$ cat src/sv/assert_macros.svh
// ----------------------------------------------------------------------------
// assertion macros
// clocked checks on clk, held off while rst_n is low
// ----------------------------------------------------------------------------
`ifndef ASSERT_MACROS_SVH
`define ASSERT_MACROS_SVH

// property must hold at every clock edge out of reset
`define SWLC_ASSERT(lbl, prop, msg) \
  lbl: assert property (@(posedge clk) disable iff (!rst_n) (prop)) else $error(msg);

// consequent must hold in the cycle after the antecedent
`define SWLC_ASSERT_NEXT(lbl, ante, cons, msg) \
  lbl: assert property (@(posedge clk) disable iff (!rst_n) (ante) |=> (cons)) else $error(msg);

`endif

$ cat src/sv/swlc_pkg.sv
// ----------------------------------------------------------------------------
// swlc_pkg
// shared types and constants of the stop-and-wait link controller
// ----------------------------------------------------------------------------
package swlc_pkg;

  // sender table size and header length
  localparam int HOST_ENTRIES = 5;
  localparam int HEADER_BYTES = 5;
  localparam int HOST_IDX_W   = (HOST_ENTRIES > 1) ? $clog2(HOST_ENTRIES) : 1;
  localparam logic [HOST_IDX_W-1:0] HOST_LAST = HOST_IDX_W'(HOST_ENTRIES - 1);

  // port widths
  localparam int IN_TDATA_W  = 48;
  localparam int OUT_TDATA_W = 32;
  localparam int ACTION_W    = 3;
  localparam int CFG_ADDR_W  = 3;
  localparam int CFG_DATA_W  = 16;

  // item kinds
  localparam logic [ACTION_W-1:0] ACT_TICK    = 3'd0;
  localparam logic [ACTION_W-1:0] ACT_RECV    = 3'd1;
  localparam logic [ACTION_W-1:0] ACT_SEND    = 3'd2;
  localparam logic [ACTION_W-1:0] ACT_CONSUME = 3'd3;
  localparam logic [ACTION_W-1:0] ACT_POLL    = 3'd4;

  // register indexes
  localparam logic [CFG_ADDR_W-1:0] CFG_OWN_ADDR  = 3'd0;
  localparam logic [CFG_ADDR_W-1:0] CFG_SNIFF     = 3'd1;
  localparam logic [CFG_ADDR_W-1:0] CFG_RETRY     = 3'd2;
  localparam logic [CFG_ADDR_W-1:0] CFG_LIFETIME  = 3'd3;
  localparam logic [CFG_ADDR_W-1:0] CFG_BCAST     = 3'd4;
  localparam logic [CFG_ADDR_W-1:0] CFG_MCAST     = 3'd5;

  // register reset values
  localparam logic [7:0]  RST_OWN_ADDR = 8'h23;
  localparam logic [7:0]  RST_RETRY    = 8'd20;
  localparam logic [15:0] RST_LIFETIME = 16'd1000;
  localparam logic [7:0]  RST_BCAST    = 8'd255;
  localparam logic [7:0]  RST_MCAST    = 8'd128;

  // one latched input item
  typedef struct packed {
    logic [ACTION_W-1:0] action;
    logic [7:0]          dest;
    logic [7:0]          src;
    logic [7:0]          seq;
    logic                ack;
    logic [7:0]          plen;
    logic [7:0]          flen;
  } item_t;

  // controller to datapath
  typedef struct packed {
    logic load;
    logic scan_step;
    logic commit;
  } cmd_t;

  // datapath to controller
  typedef struct packed {
    logic match;
    logic last;
    logic out_free;
  } sts_t;

endpackage

$ cat src/sv/swlc_ctrl.sv
// ----------------------------------------------------------------------------
// swlc_ctrl
// sequencer: accept a beat, scan the sender table for received headers,
// then commit the result once the output register is free
// ----------------------------------------------------------------------------
`include "assert_macros.svh"

module swlc_ctrl (
  input  logic                            clk,
  input  logic                            rst_n,
  input  logic                            in_tvalid,
  output logic                            in_tready,
  input  logic [swlc_pkg::ACTION_W-1:0]   in_action,
  output swlc_pkg::cmd_t                  cmd,
  input  swlc_pkg::sts_t                  sts
);
  import swlc_pkg::*;

  localparam logic [1:0] ST_IDLE = 2'd0;
  localparam logic [1:0] ST_SCAN = 2'd1;
  localparam logic [1:0] ST_EXEC = 2'd2;

  logic [1:0] state_r;
  logic [1:0] state_nxt;

  assign in_tready = (state_r == ST_IDLE);

  // next state and commands
  always_comb begin
    state_nxt     = state_r;
    cmd.load      = 1'b0;
    cmd.scan_step = 1'b0;
    cmd.commit    = 1'b0;
    unique case (state_r)
      ST_IDLE: begin
        cmd.load = in_tvalid;
        if (in_tvalid) begin
          state_nxt = (in_action == ACT_RECV) ? ST_SCAN : ST_EXEC;
        end
      end
      ST_SCAN: begin
        cmd.scan_step = 1'b1;
        if (sts.match || sts.last) begin
          state_nxt = ST_EXEC;
        end
      end
      ST_EXEC: begin
        cmd.commit = sts.out_free;
        if (sts.out_free) begin
          state_nxt = ST_IDLE;
        end
      end
      default: state_nxt = ST_IDLE;
    endcase
  end

  // state register
  always_ff @(posedge clk) begin
    if (!rst_n) begin
      state_r <= ST_IDLE;
    end else begin
      state_r <= state_nxt;
    end
  end

  `SWLC_ASSERT_NEXT(a_one_item, cmd.load, !in_tready, "second beat taken while busy")
  `SWLC_ASSERT_NEXT(a_scan_ends, (state_r == ST_SCAN) && sts.last, state_r == ST_EXEC,
                    "table scan ran past the last entry")

endmodule

$ cat src/sv/swlc_dpath.sv
// ----------------------------------------------------------------------------
// swlc_dpath
// link state, sender table, configuration registers and result register
// ----------------------------------------------------------------------------
`include "assert_macros.svh"

module swlc_dpath (
  input  logic                              clk,
  input  logic                              rst_n,
  input  logic [swlc_pkg::IN_TDATA_W-1:0]   in_tdata,
  input  logic [swlc_pkg::ACTION_W-1:0]     in_action,
  input  logic                              cfg_we,
  input  logic [swlc_pkg::CFG_ADDR_W-1:0]   cfg_addr,
  input  logic [swlc_pkg::CFG_DATA_W-1:0]   cfg_wdata,
  input  swlc_pkg::cmd_t                    cmd,
  output swlc_pkg::sts_t                    sts,
  input  logic                              out_tready,
  output logic                              out_tvalid,
  output logic [swlc_pkg::OUT_TDATA_W-1:0]  out_tdata
);
  import swlc_pkg::*;

  // configuration
  logic [7:0]  own_addr_r;
  logic        sniff_r;
  logic [7:0]  retry_ticks_r;
  logic [15:0] lifetime_r;
  logic [7:0]  bcast_r;
  logic [7:0]  mcast_r;

  // link state
  logic [7:0] expect_r, expect_nxt;
  logic       acked_r, acked_nxt;
  logic [7:0] retry_r, retry_nxt;
  logic [7:0] last_dest_r, last_dest_nxt;
  logic       fired_r, fired_nxt;
  logic       inbound_r, inbound_nxt;

  // sender table
  logic [7:0]            tbl_src_r  [HOST_ENTRIES];
  logic [7:0]            tbl_seq_r  [HOST_ENTRIES];
  logic [15:0]           tbl_life_r [HOST_ENTRIES];
  logic [HOST_IDX_W-1:0] ins_ptr_r;

  // item and scan result
  item_t                 item_r;
  logic [HOST_IDX_W-1:0] scan_idx_r;
  logic                  hit_r;
  logic [HOST_IDX_W-1:0] hit_idx_r;
  logic [7:0]            hit_seq_r;
  logic                  hit_life0_r;

  // result register
  logic                   out_valid_r;
  logic [OUT_TDATA_W-1:0] out_data_r;

  // commit decisions
  logic       life_dec, wr_life, wr_seq, tbl_ins, do_send, done;
  logic       tx_v, tx_a, del;
  logic [7:0] tx_d, tx_s, tx_q;
  logic [7:0] send_dest;
  logic       short_frame, take, fresh, uni_dest, bc_dest, send_uni;

  assign out_tvalid   = out_valid_r;
  assign out_tdata    = out_data_r;
  assign sts.out_free = !out_valid_r || out_tready;
  assign sts.match    = (tbl_src_r[scan_idx_r] == item_r.src);
  assign sts.last     = (scan_idx_r == HOST_LAST);

  // configuration writes
  always_ff @(posedge clk) begin
    if (!rst_n) begin
      own_addr_r    <= RST_OWN_ADDR;
      sniff_r       <= 1'b0;
      retry_ticks_r <= RST_RETRY;
      lifetime_r    <= RST_LIFETIME;
      bcast_r       <= RST_BCAST;
      mcast_r       <= RST_MCAST;
    end else if (cfg_we) begin
      case (cfg_addr)
        CFG_OWN_ADDR: own_addr_r    <= cfg_wdata[7:0];
        CFG_SNIFF:    sniff_r       <= cfg_wdata[0];
        CFG_RETRY:    retry_ticks_r <= cfg_wdata[7:0];
        CFG_LIFETIME: lifetime_r    <= cfg_wdata;
        CFG_BCAST:    bcast_r       <= cfg_wdata[7:0];
        CFG_MCAST:    mcast_r       <= cfg_wdata[7:0];
        default: ;
      endcase
    end
  end

  // item latch and table scan
  always_ff @(posedge clk) begin
    if (cmd.load) begin
      item_r.action <= in_action;
      item_r.dest   <= in_tdata[7:0];
      item_r.src    <= in_tdata[15:8];
      item_r.seq    <= in_tdata[23:16];
      item_r.ack    <= in_tdata[24];
      item_r.plen   <= in_tdata[32:25];
      item_r.flen   <= in_tdata[40:33];
      scan_idx_r    <= '0;
      hit_r         <= 1'b0;
    end else if (cmd.scan_step) begin
      if (sts.match) begin
        hit_r       <= 1'b1;
        hit_idx_r   <= scan_idx_r;
        hit_seq_r   <= tbl_seq_r[scan_idx_r];
        hit_life0_r <= (tbl_life_r[scan_idx_r] == 16'd0);
      end else if (!sts.last) begin
        scan_idx_r <= scan_idx_r + 1'b1;
      end
    end
  end

  // destination classes
  assign bc_dest   = (item_r.dest == bcast_r);
  assign uni_dest  = !bc_dest && ((item_r.dest & mcast_r) == 8'd0);
  assign send_dest = (item_r.action == ACT_SEND) ? item_r.dest : last_dest_r;
  assign send_uni  = (send_dest != bcast_r) && ((send_dest & mcast_r) == 8'd0);
  assign short_frame = ({1'b0, item_r.plen} + 9'(HEADER_BYTES)) > {1'b0, item_r.flen};
  assign take  = bc_dest || (item_r.dest == own_addr_r) || sniff_r;
  assign fresh = (hit_seq_r != item_r.seq);

  // per-item update of link state and result
  always_comb begin
    expect_nxt    = expect_r;
    acked_nxt     = acked_r;
    retry_nxt     = retry_r;
    last_dest_nxt = last_dest_r;
    fired_nxt     = fired_r;
    inbound_nxt   = inbound_r;
    life_dec = 1'b0;
    wr_life  = 1'b0;
    wr_seq   = 1'b0;
    tbl_ins  = 1'b0;
    do_send  = 1'b0;
    done     = 1'b0;
    del      = 1'b0;
    tx_v = 1'b0;
    tx_d = 8'd0;
    tx_s = 8'd0;
    tx_q = 8'd0;
    tx_a = 1'b0;
    case (item_r.action)
      ACT_TICK: begin
        life_dec = 1'b1;
        if (!acked_r && (retry_r != 8'd0)) begin
          retry_nxt = retry_r - 8'd1;
          do_send   = (retry_r == 8'd1);
        end
      end
      ACT_RECV: begin
        if (!short_frame && take) begin
          if (item_r.ack && (item_r.seq == expect_r)) begin
            expect_nxt = expect_r + 8'd1;
            acked_nxt  = 1'b1;
          end
          if ((item_r.plen != 8'd0) && !inbound_r) begin
            priority if (sniff_r) begin
              del = 1'b1;
            end else if (!acked_nxt) begin
              // repeat while our own send is pending: re-acknowledge only
              if (uni_dest && hit_r && !fresh && !hit_life0_r) begin
                tx_v = 1'b1;
                tx_a = 1'b1;
              end
            end else if (uni_dest) begin
              tx_v = 1'b1;
              tx_a = 1'b1;
              if (hit_r) begin
                del     = fresh || hit_life0_r;
                wr_life = fresh || hit_life0_r;
                wr_seq  = fresh;
              end else begin
                tbl_ins = 1'b1;
                del     = 1'b1;
              end
            end else if (bc_dest) begin
              del = 1'b1;
            end else begin
            end
          end
        end
        if (tx_a) begin
          tx_d = item_r.src;
          tx_s = item_r.dest;
          tx_q = item_r.seq;
        end
        if (del) begin
          inbound_nxt = 1'b1;
        end
      end
      ACT_SEND: begin
        last_dest_nxt = item_r.dest;
        do_send       = 1'b1;
      end
      ACT_CONSUME: inbound_nxt = 1'b0;
      ACT_POLL: begin
        if (fired_r && acked_r) begin
          fired_nxt = 1'b0;
          done      = 1'b1;
        end
      end
      default: ;
    endcase
    // (re)transmit the outstanding frame
    if (do_send) begin
      retry_nxt = retry_ticks_r;
      acked_nxt = !send_uni;
      fired_nxt = 1'b1;
      tx_v = 1'b1;
      tx_d = send_dest;
      tx_s = own_addr_r;
      tx_q = expect_r;
      tx_a = 1'b0;
    end
  end

  // link state registers
  always_ff @(posedge clk) begin
    if (!rst_n) begin
      expect_r    <= 8'd0;
      acked_r     <= 1'b1;
      retry_r     <= 8'd0;
      last_dest_r <= 8'd0;
      fired_r     <= 1'b0;
      inbound_r   <= 1'b0;
    end else if (cmd.commit) begin
      expect_r    <= expect_nxt;
      acked_r     <= acked_nxt;
      retry_r     <= retry_nxt;
      last_dest_r <= last_dest_nxt;
      fired_r     <= fired_nxt;
      inbound_r   <= inbound_nxt;
    end
  end

  // sender table updates
  always_ff @(posedge clk) begin
    if (!rst_n) begin
      for (int i = 0; i < HOST_ENTRIES; i++) begin
        tbl_src_r[i]  <= 8'd0;
        tbl_seq_r[i]  <= 8'd0;
        tbl_life_r[i] <= 16'd0;
      end
      ins_ptr_r <= '0;
    end else if (cmd.commit) begin
      if (life_dec) begin
        for (int i = 0; i < HOST_ENTRIES; i++) begin
          if (tbl_life_r[i] != 16'd0) begin
            tbl_life_r[i] <= tbl_life_r[i] - 16'd1;
          end
        end
      end
      if (wr_life) begin
        tbl_life_r[hit_idx_r] <= lifetime_r;
      end
      if (wr_seq) begin
        tbl_seq_r[hit_idx_r] <= item_r.seq;
      end
      if (tbl_ins) begin
        tbl_src_r[ins_ptr_r]  <= item_r.src;
        tbl_seq_r[ins_ptr_r]  <= item_r.seq;
        tbl_life_r[ins_ptr_r] <= lifetime_r;
        ins_ptr_r <= (ins_ptr_r == HOST_LAST) ? '0 : ins_ptr_r + 1'b1;
      end
    end
  end

  // result register
  always_ff @(posedge clk) begin
    if (!rst_n) begin
      out_valid_r <= 1'b0;
    end else if (cmd.commit) begin
      out_valid_r <= 1'b1;
    end else if (out_tready) begin
      out_valid_r <= 1'b0;
    end
  end

  always_ff @(posedge clk) begin
    if (cmd.commit) begin
      out_data_r <= {2'b00, done, acked_nxt, inbound_nxt, del, tx_a, tx_q, tx_s, tx_d, tx_v};
    end
  end

  `SWLC_ASSERT(a_pending_fired, !acked_r |-> fired_r, "pending send without fired flag")
  `SWLC_ASSERT(a_ptr_range, ins_ptr_r <= HOST_LAST, "insert pointer out of table")
  `SWLC_ASSERT_NEXT(a_commit_out, cmd.commit, out_valid_r, "committed result not presented")

endmodule

$ cat src/sv/stop_and_wait_link_control.sv
// flow: a tick, send, consume, poll or unused-kind beat goes from acceptance to the commit state;
//   a received header first scans the sender table, one entry per cycle, to a match or the last entry
// a new beat is taken only once the last one is committed to the out register, and a stalled
//   out beat holds the next commit
// reset: synchronous active-low rst_n clears link state, sender table and config to defaults
// ----------------------------------------------------------------------------
// stop_and_wait_link_control
// stop-and-wait link control with acknowledge, retransmit and duplicate filter
// ----------------------------------------------------------------------------
module stop_and_wait_link_control (
  input  logic                              clk,
  input  logic                              rst_n,
  input  logic                              in_tvalid,
  output logic                              in_tready,
  // dest_addr, src_addr, seq_num, ack_bit, payload_len, frame_len, zero pad
  input  logic [swlc_pkg::IN_TDATA_W-1:0]   in_tdata,
  // action
  input  logic [swlc_pkg::ACTION_W-1:0]     in_tuser,
  output logic                              out_tvalid,
  input  logic                              out_tready,
  // tx_valid, tx_dest, tx_src, tx_seq, tx_is_ack, delivered, inbound_busy,
  // link_acked, send_done, zero pad
  output logic [swlc_pkg::OUT_TDATA_W-1:0]  out_tdata,
  input  logic                              cfg_we,
  input  logic [swlc_pkg::CFG_ADDR_W-1:0]   cfg_addr,
  input  logic [swlc_pkg::CFG_DATA_W-1:0]   cfg_wdata
);
  import swlc_pkg::*;

  cmd_t cmd;
  sts_t sts;

  // sequencer
  swlc_ctrl u_ctrl (
    .clk       (clk),
    .rst_n     (rst_n),
    .in_tvalid (in_tvalid),
    .in_tready (in_tready),
    .in_action (in_tuser),
    .cmd       (cmd),
    .sts       (sts)
  );

  // state, table and result
  swlc_dpath u_dpath (
    .clk        (clk),
    .rst_n      (rst_n),
    .in_tdata   (in_tdata),
    .in_action  (in_tuser),
    .cfg_we     (cfg_we),
    .cfg_addr   (cfg_addr),
    .cfg_wdata  (cfg_wdata),
    .cmd        (cmd),
    .sts        (sts),
    .out_tready (out_tready),
    .out_tvalid (out_tvalid),
    .out_tdata  (out_tdata)
  );

endmodule

$ cat config.mk
export PLATFORM = sky130hd
export DESIGN_NAME = stop_and_wait_link_control
export DESIGN_NICKNAME = d
export VERILOG_FILES = /design/src/sv/swlc_pkg.sv /design/src/sv/swlc_ctrl.sv /design/src/sv/swlc_dpath.sv /design/src/sv/stop_and_wait_link_control.sv
export VERILOG_INCLUDE_DIRS = /design/src /design/src/sv
export SDC_FILE = /design/constraint.sdc
export NUM_CORES = 1
export LEC_CHECK = 0
export ABC_AREA = 0
export BUFFER_PORTS_ARGS = -buffer_cell sky130_fd_sc_hd__buf_2
export CORE_MARGIN = 8
export CORE_UTILIZATION = 41
export CTS_CLUSTER_SIZE = 16
export DETAILED_ROUTE_END_ITERATION = 12
export PLACE_DENSITY = 0.53
export SLEW_MARGIN = 40
export SYNTH_ARGS = -nofsm -noshare
export SYNTH_HDL_FRONTEND = slang
export SYNTH_SLANG_ARGS = --single-unit
$ cat constraint.sdc
create_clock -name clk -period 5.9 [get_ports clk]
set_input_delay 0.295 -clock clk [delete_from_list [all_inputs] [get_ports clk]]
set_output_delay 0.295 -clock clk [all_outputs]
set_load 0.05 [all_outputs]
# Yosys cells after proc, flatten, opt, wreduce, memory -nomap -nowiden
# Memory sizes are Yosys's and may differ from the RTL's. A register that Yosys moved wholly into a read port is not among the register bits.
# Index checks and enable logic that the tools add are counted.
totals:
  reg_bits: 164
  mem_bits_rw: 160
  elab_cells: 279
  memories: 3
memory_table:
  columns: ["memory", "depth", "width", "rd", "rd_clocked_by_memory_dff", "write_ports", "line_no", "source"]
  rows:
  - ["u_dpath.tbl_life_r", 5, 16, 6, 1, 5, "swlc_dpath.sv:42", "logic [15:0] tbl_life_r [HOST_ENTRIES];"]
  - ["u_dpath.tbl_seq_r", 5, 8, 1, 1, 5, "swlc_dpath.sv:41", "logic [7:0] tbl_seq_r [HOST_ENTRIES];"]
  - ["u_dpath.tbl_src_r", 5, 8, 1, 1, 5, "swlc_dpath.sv:40", "logic [7:0] tbl_src_r [HOST_ENTRIES];"]
op_classes:
  n_addsub: 10
  magnitude_cmp: 1
  n_eq_ne: 24
  mux: 138
  n_bitwise: 11
  reduce_logical: 61
op_table:
  columns: ["op", "count"]
  rows:
  - ["$mux W8", 16]
  - ["$mux W16", 7]
  - ["$mux W1", 98]
  - ["$reduce_bool A16 Y1", 5]
  - ["$sub A16 B1 Y16 const B", 5]
  - ["$eq A8 B8 Y1", 4]
  - ["$reduce_or A16 Y1", 2]
  - ["$mux W3", 10]
  - ["$reduce_or A8 Y1", 3]
  - ["$and A8 B8 Y8", 2]
  - ["$logic_not A16 Y1", 1]
  - ["$logic_not A8 Y1", 2]
  - ["$ne A8 B8 Y1", 2]
  - ["$reduce_and A2 Y1", 8]
  - ["$reduce_bool A8 Y1", 2]
  - ["$eq A3 B3 Y1 const B", 5]
  - ["$reduce_and A3 Y1", 5]
  - ["$eq A3 B2 Y1 const B", 4]
  - ["$logic_and A1 B1 Y1", 10]
  - ["$reduce_bool A2 Y1", 5]
  - ["$add A8 B3 Y9 const B", 1]
  - ["$eq A3 B1 Y1 const B", 3]
  - ["$gt A9 B8 Y1", 1]
  - ["$add A8 B1 Y8 const B", 1]
  - ["18 further kinds", 43]

# Depth between registers and ports, before layout
logic_depth:
  word_depth: 18
  mapped_depth: 14

# Hierarchy
# A second synthesis with hierarchy kept.
hier_totals:
  cells_unflattened: 1602
  area_unflattened_um2: 19500.0
by_module_without_submodules:
  columns: ["module", "n_inst", "cells_each", "area_each_um2", "seq_area_each_um2"]
  rows:
  - ["swlc_dpath", 1, 1586, 19368.6, 12011.5]
  - ["swlc_ctrl", 1, 16, 131.4, 40.0]

# Least setup slack after synthesis
# Ideal clock, no wire load.
synth_timing:
  path_type: "register to register"
  from: "reg u_dpath.item_r[8] (netlist name)"
  to: "mem u_dpath.tbl_life_r[4][0] (enable)"
  setup_ns: 0.411
  arrival_time_ns: 4.018
  t_required_ns: 5.489
  setup_slack_ns: 1.471
  path_stages_with_launch: 14
  path_buffers: 2
  period_less_slack_ns: 4.429
  cell_sequence: "edfxtp_1 > ha_1 > o2111ai_1 > xnor2_1 > ha_1 > nand4_1 > o221ai_1 > nor2_1 > o2bb2ai_1 > nor3_1 > buf_2 > mux2i_2 > buf_2 > o21ai_0"
synth_rtl:
  columns: ["element", "line_no", "source"]
  rows:
  - ["start, declared", "swlc_dpath.sv:46", "item_t item_r;"]
  - ["end, declared", "swlc_dpath.sv:42", null]

==> impl_metrics.tcl <==
set metrics [dict create \
    ios 109 \
    skew_ps 21.7 \
    area_growth_pct 17.0 \
    dieArea_um2 55300 \
    critical_path_required_ps 6220 \
    hold_class "input port to flip-flop" \
    drtIter0Drc 788 \
    outcome "finished, final reports clean" \
    wirelength_mm 50.9 \
    ant_nets 0 \
    vias 13405 \
    grtUsageMet2_pct 30.4 \
    cts_made_buffers 46 \
    dr.pass1.iters 5 \
    place.detailed.hpwl_mm 34.1 \
    start_util_pct 41.4 \
    core_um2 47500 \
    cts.sinks 431 \
    grt.met1_usage_pct 23.7 \
    antenna_found_initial 1 \
    hold_violations 0 \
    io_buffers 99 \
    rsz0062_at_grt "false" \
    root_buffer "clkbuf_16" \
    dpl.cell_count 2277 \
    grt_max_degree 61 \
    gp_congestion 0.825 \
    crit_arrival_ps 4470 \
    async_flop_share_pct 0 \
    overflow 0 \
    fin_nets 1864 \
    drv_slew 0 \
    synth_edf_count 342 \
    final_cells 2416 \
    relSlewSlack_pct 44.9 \
    drive_above_1_share_pct 15.3 \
    avgRoutedWirePerCell_um 21.1 \
    synth-seq-area-share_pct 61.2 \
    clk_pin_slew_ps 60 \
    syn_area_per_cell_um2 12.2 \
    vias_per_cell 5.55 \
    start_kind "flip-flop" \
    synth_area_um2 19700 \
    setup_violations 0 \
    final_cell_area_um2 23000 \
    period_share_pct 70.3 \
    end_kind "flip-flop" \
    worstSetupPathType "flip-flop to flip-flop" \
    yosysMostFrequentCell "edfxtp_1" \
    synth_cells 1613 \
    whs_ps 25.6 \
    cts_buffer_depth 3 \
    cts_setup_buffers 0 \
    grt_pass1_wl_mm 79.0 \
    synth_top_area_share_pct 52.2 \
    ys.flop_type "edfxtp_1" \
    synth_area_leader_cell "edfxtp_1" \
    gr-max-usage-layer "met2" \
    grt_pass1_vias 13562 \
    crit_fanout 18 \
    worstMarginPinSlew_ps 805 \
    placed_cell_area_um2 20900 \
    grt_use_total_pct 18.0 \
    power.density_nw_per_um2 302 \
    remaining_drc_errors 0 \
    leakagePower_uw 0.00778 \
    synth_common_cells "edfxtp_1 (342), nand2_1 (191), dfxtp_1 (89), nor2_1 (89), o22ai_1 (85)" \
    cts-resized-gates 0 \
    use_met3_pct 3.49 \
    synth_area_leaders "edfxtp_1 (52%), dfxtp_1 (9.0%), nand2_1 (3.6%)" \
    cts_hold_buf 55 \
    cap_violations 0 \
    cts_tree "built" \
    clkLatencyLatePin_ps 570 \
    vdd_ir_drop_max_v 0.000237 \
    die_h_um 235 \
    insertedDiodeCount 0 \
    cts_max_level 2 \
    rows 80 \
    yosys.cell_types.count 76 \
    fmax_mhz 241 \
    synth_seq_cells 431 \
    setup-tns-final_ps 0 \
    yosys_warnings 0 \
    min_period_ps 4150 \
    die_w_um 235 \
    fillerInstances 4224 \
]
==> where the power goes <==
part	total [uW]	internal [uW]	switching, uW
combinational	458	185	273
clock	3020	1830	1190
sequential	3480	3380	101
==> layout make-up <==
type | count | area (um^2) | share of cell area (%)
repair buffers | 192 | 1330 | 5.76
inverters | 37 | 139 | 0.603
well taps | 615 | 769 | 3.34
multi-input cells | 1057 | 7170 | 31.1
clock inverters | 26 | 304 | 1.32
clock buffers | 58 | 1270 | 5.51
flip-flops and latches | 431 | 12100 | 52.3
==> worst max-delay path, stage by stage, from the launching register on <==
cell and delay [ps]:
edfxtp_1 440, ha_1 260, o2111ai_1 270, xnor2_1 170
ha_1 280, a211oi_1 210, o221ai_1 140, nor2_1 110
o2bb2ai_1 90, buf_4 170, nor3_2 170, buf_4 240
mux2i_4 610, buf_4 370, o21ai_0 130, buf_4 220
==> cells by family after synthesis <==
family                     synth area share, %
DFF                                       61.2
xor gates and xnor gates                  5.25
adders and majority gates                 1.53
and+or+nand+nor                           15.2
buffers and inverters                     2.82
AOI/OAI and AO/OA                         8.69
muxes                                     5.25
other                                   0.0190
==> metrics by stage <==
| step | power, uW | setup slack [ps] | utilization, % |
|---|---|---|---|
| final | 6950 | 1750 | 48.4 |
| after floorplan | 3810 | 1470 | - |
| after global placement | 3970 | 1500 | 43.9 |
| after CTS | 7020 | 1690 | 48.4 |
| after global routing | 7180 | 1500 | 48.4 |
| after detailed placement | 3970 | 1700 | 43.9 |
==> flip-flops by register name, indices dropped and copies added, names as in the netlist, 2 cells and up, named ones only <==
register	count
u_dpath.tbl_life_r	128
u_dpath.tbl_seq_r	64
u_dpath.tbl_src_r	64
u_dpath.item_r	44
u_dpath.out_tdata	30
u_dpath.lifetime_r	16
u_dpath.bcast_r	8
u_dpath.expect_r	8
u_dpath.hit_seq_r	8
u_dpath.last_dest_r	8
u_dpath.mcast_r	8
u_dpath.own_addr_r	8
u_dpath.retry_r	8
u_dpath.retry_ticks_r	8
u_dpath.hit_idx_r	3
u_dpath.ins_ptr_r	3
u_dpath.scan_idx_r	3
u_ctrl.state_r	2
==> cell usage in the layout (no fill, tap or decap), types with 5 or more instances in the layout <==
cell / instances
mux2i_1: 35
nor2_2: 5
clkinv_1: 6
a211oi_1: 8
edfxtp_1: 342
nor2_1: 84
nor2b_1: 12
xor2_1: 42
nand4_1: 10
dfxtp_1: 88
or3_1: 8
mux2_2: 9
inv_1: 35
nor3_1: 37
buf_2: 101
nand2_1: 191
nand3_1: 42
clkinv_2: 11
nand2b_1: 19
o2bb2ai_1: 9
or4_1: 9
and2_1: 48
xnor2_1: 76
mux4_2: 23
nor4_1: 32
and3_1: 10
a22oi_1: 11
a21oi_1: 53
bufinv_16: 7
a31oi_1: 5
nand3b_1: 6
ha_1: 24
dlygate4sd3_1: 55
a22o_1: 20
o21ai_0: 24
buf_4: 36
nor3b_1: 44
o22ai_1: 85
clkbuf_16: 49
clkbuf_1: 8
==> final timing paths <==
check / slack (ps) / end / depth (start not counted) / start
worst min-delay path: 30 / u_dpath.mcast_r[6]$_SDFFE_PN0P_ / 3 / cfg_wdata[6]
worst max register to register: 1750 / u_dpath.tbl_seq_r[1][1]$_SDFFCE_PN0P_ / 15 / u_dpath.item_r[8]$_DFFE_PP_
worst min register to register: 460 / u_dpath.retry_ticks_r[0]$_SDFFE_PN0P_ / 2 / u_dpath.retry_ticks_r[0]$_SDFFE_PN0P_
worst max-delay path: 1750 / u_dpath.tbl_seq_r[1][1]$_SDFFCE_PN0P_ / 15 / u_dpath.item_r[8]$_DFFE_PP_
==> routing by layer <==
metal	vias to the layer above	part of all wire [%]	wire (um)
met4	2	1.9	959
met5	-	0.016	8
li1	6314	-	-
met2	344	48	24500
met1	6679	44	22500
met3	66	5.7	2890
Power figures use the tool's default switching activity.
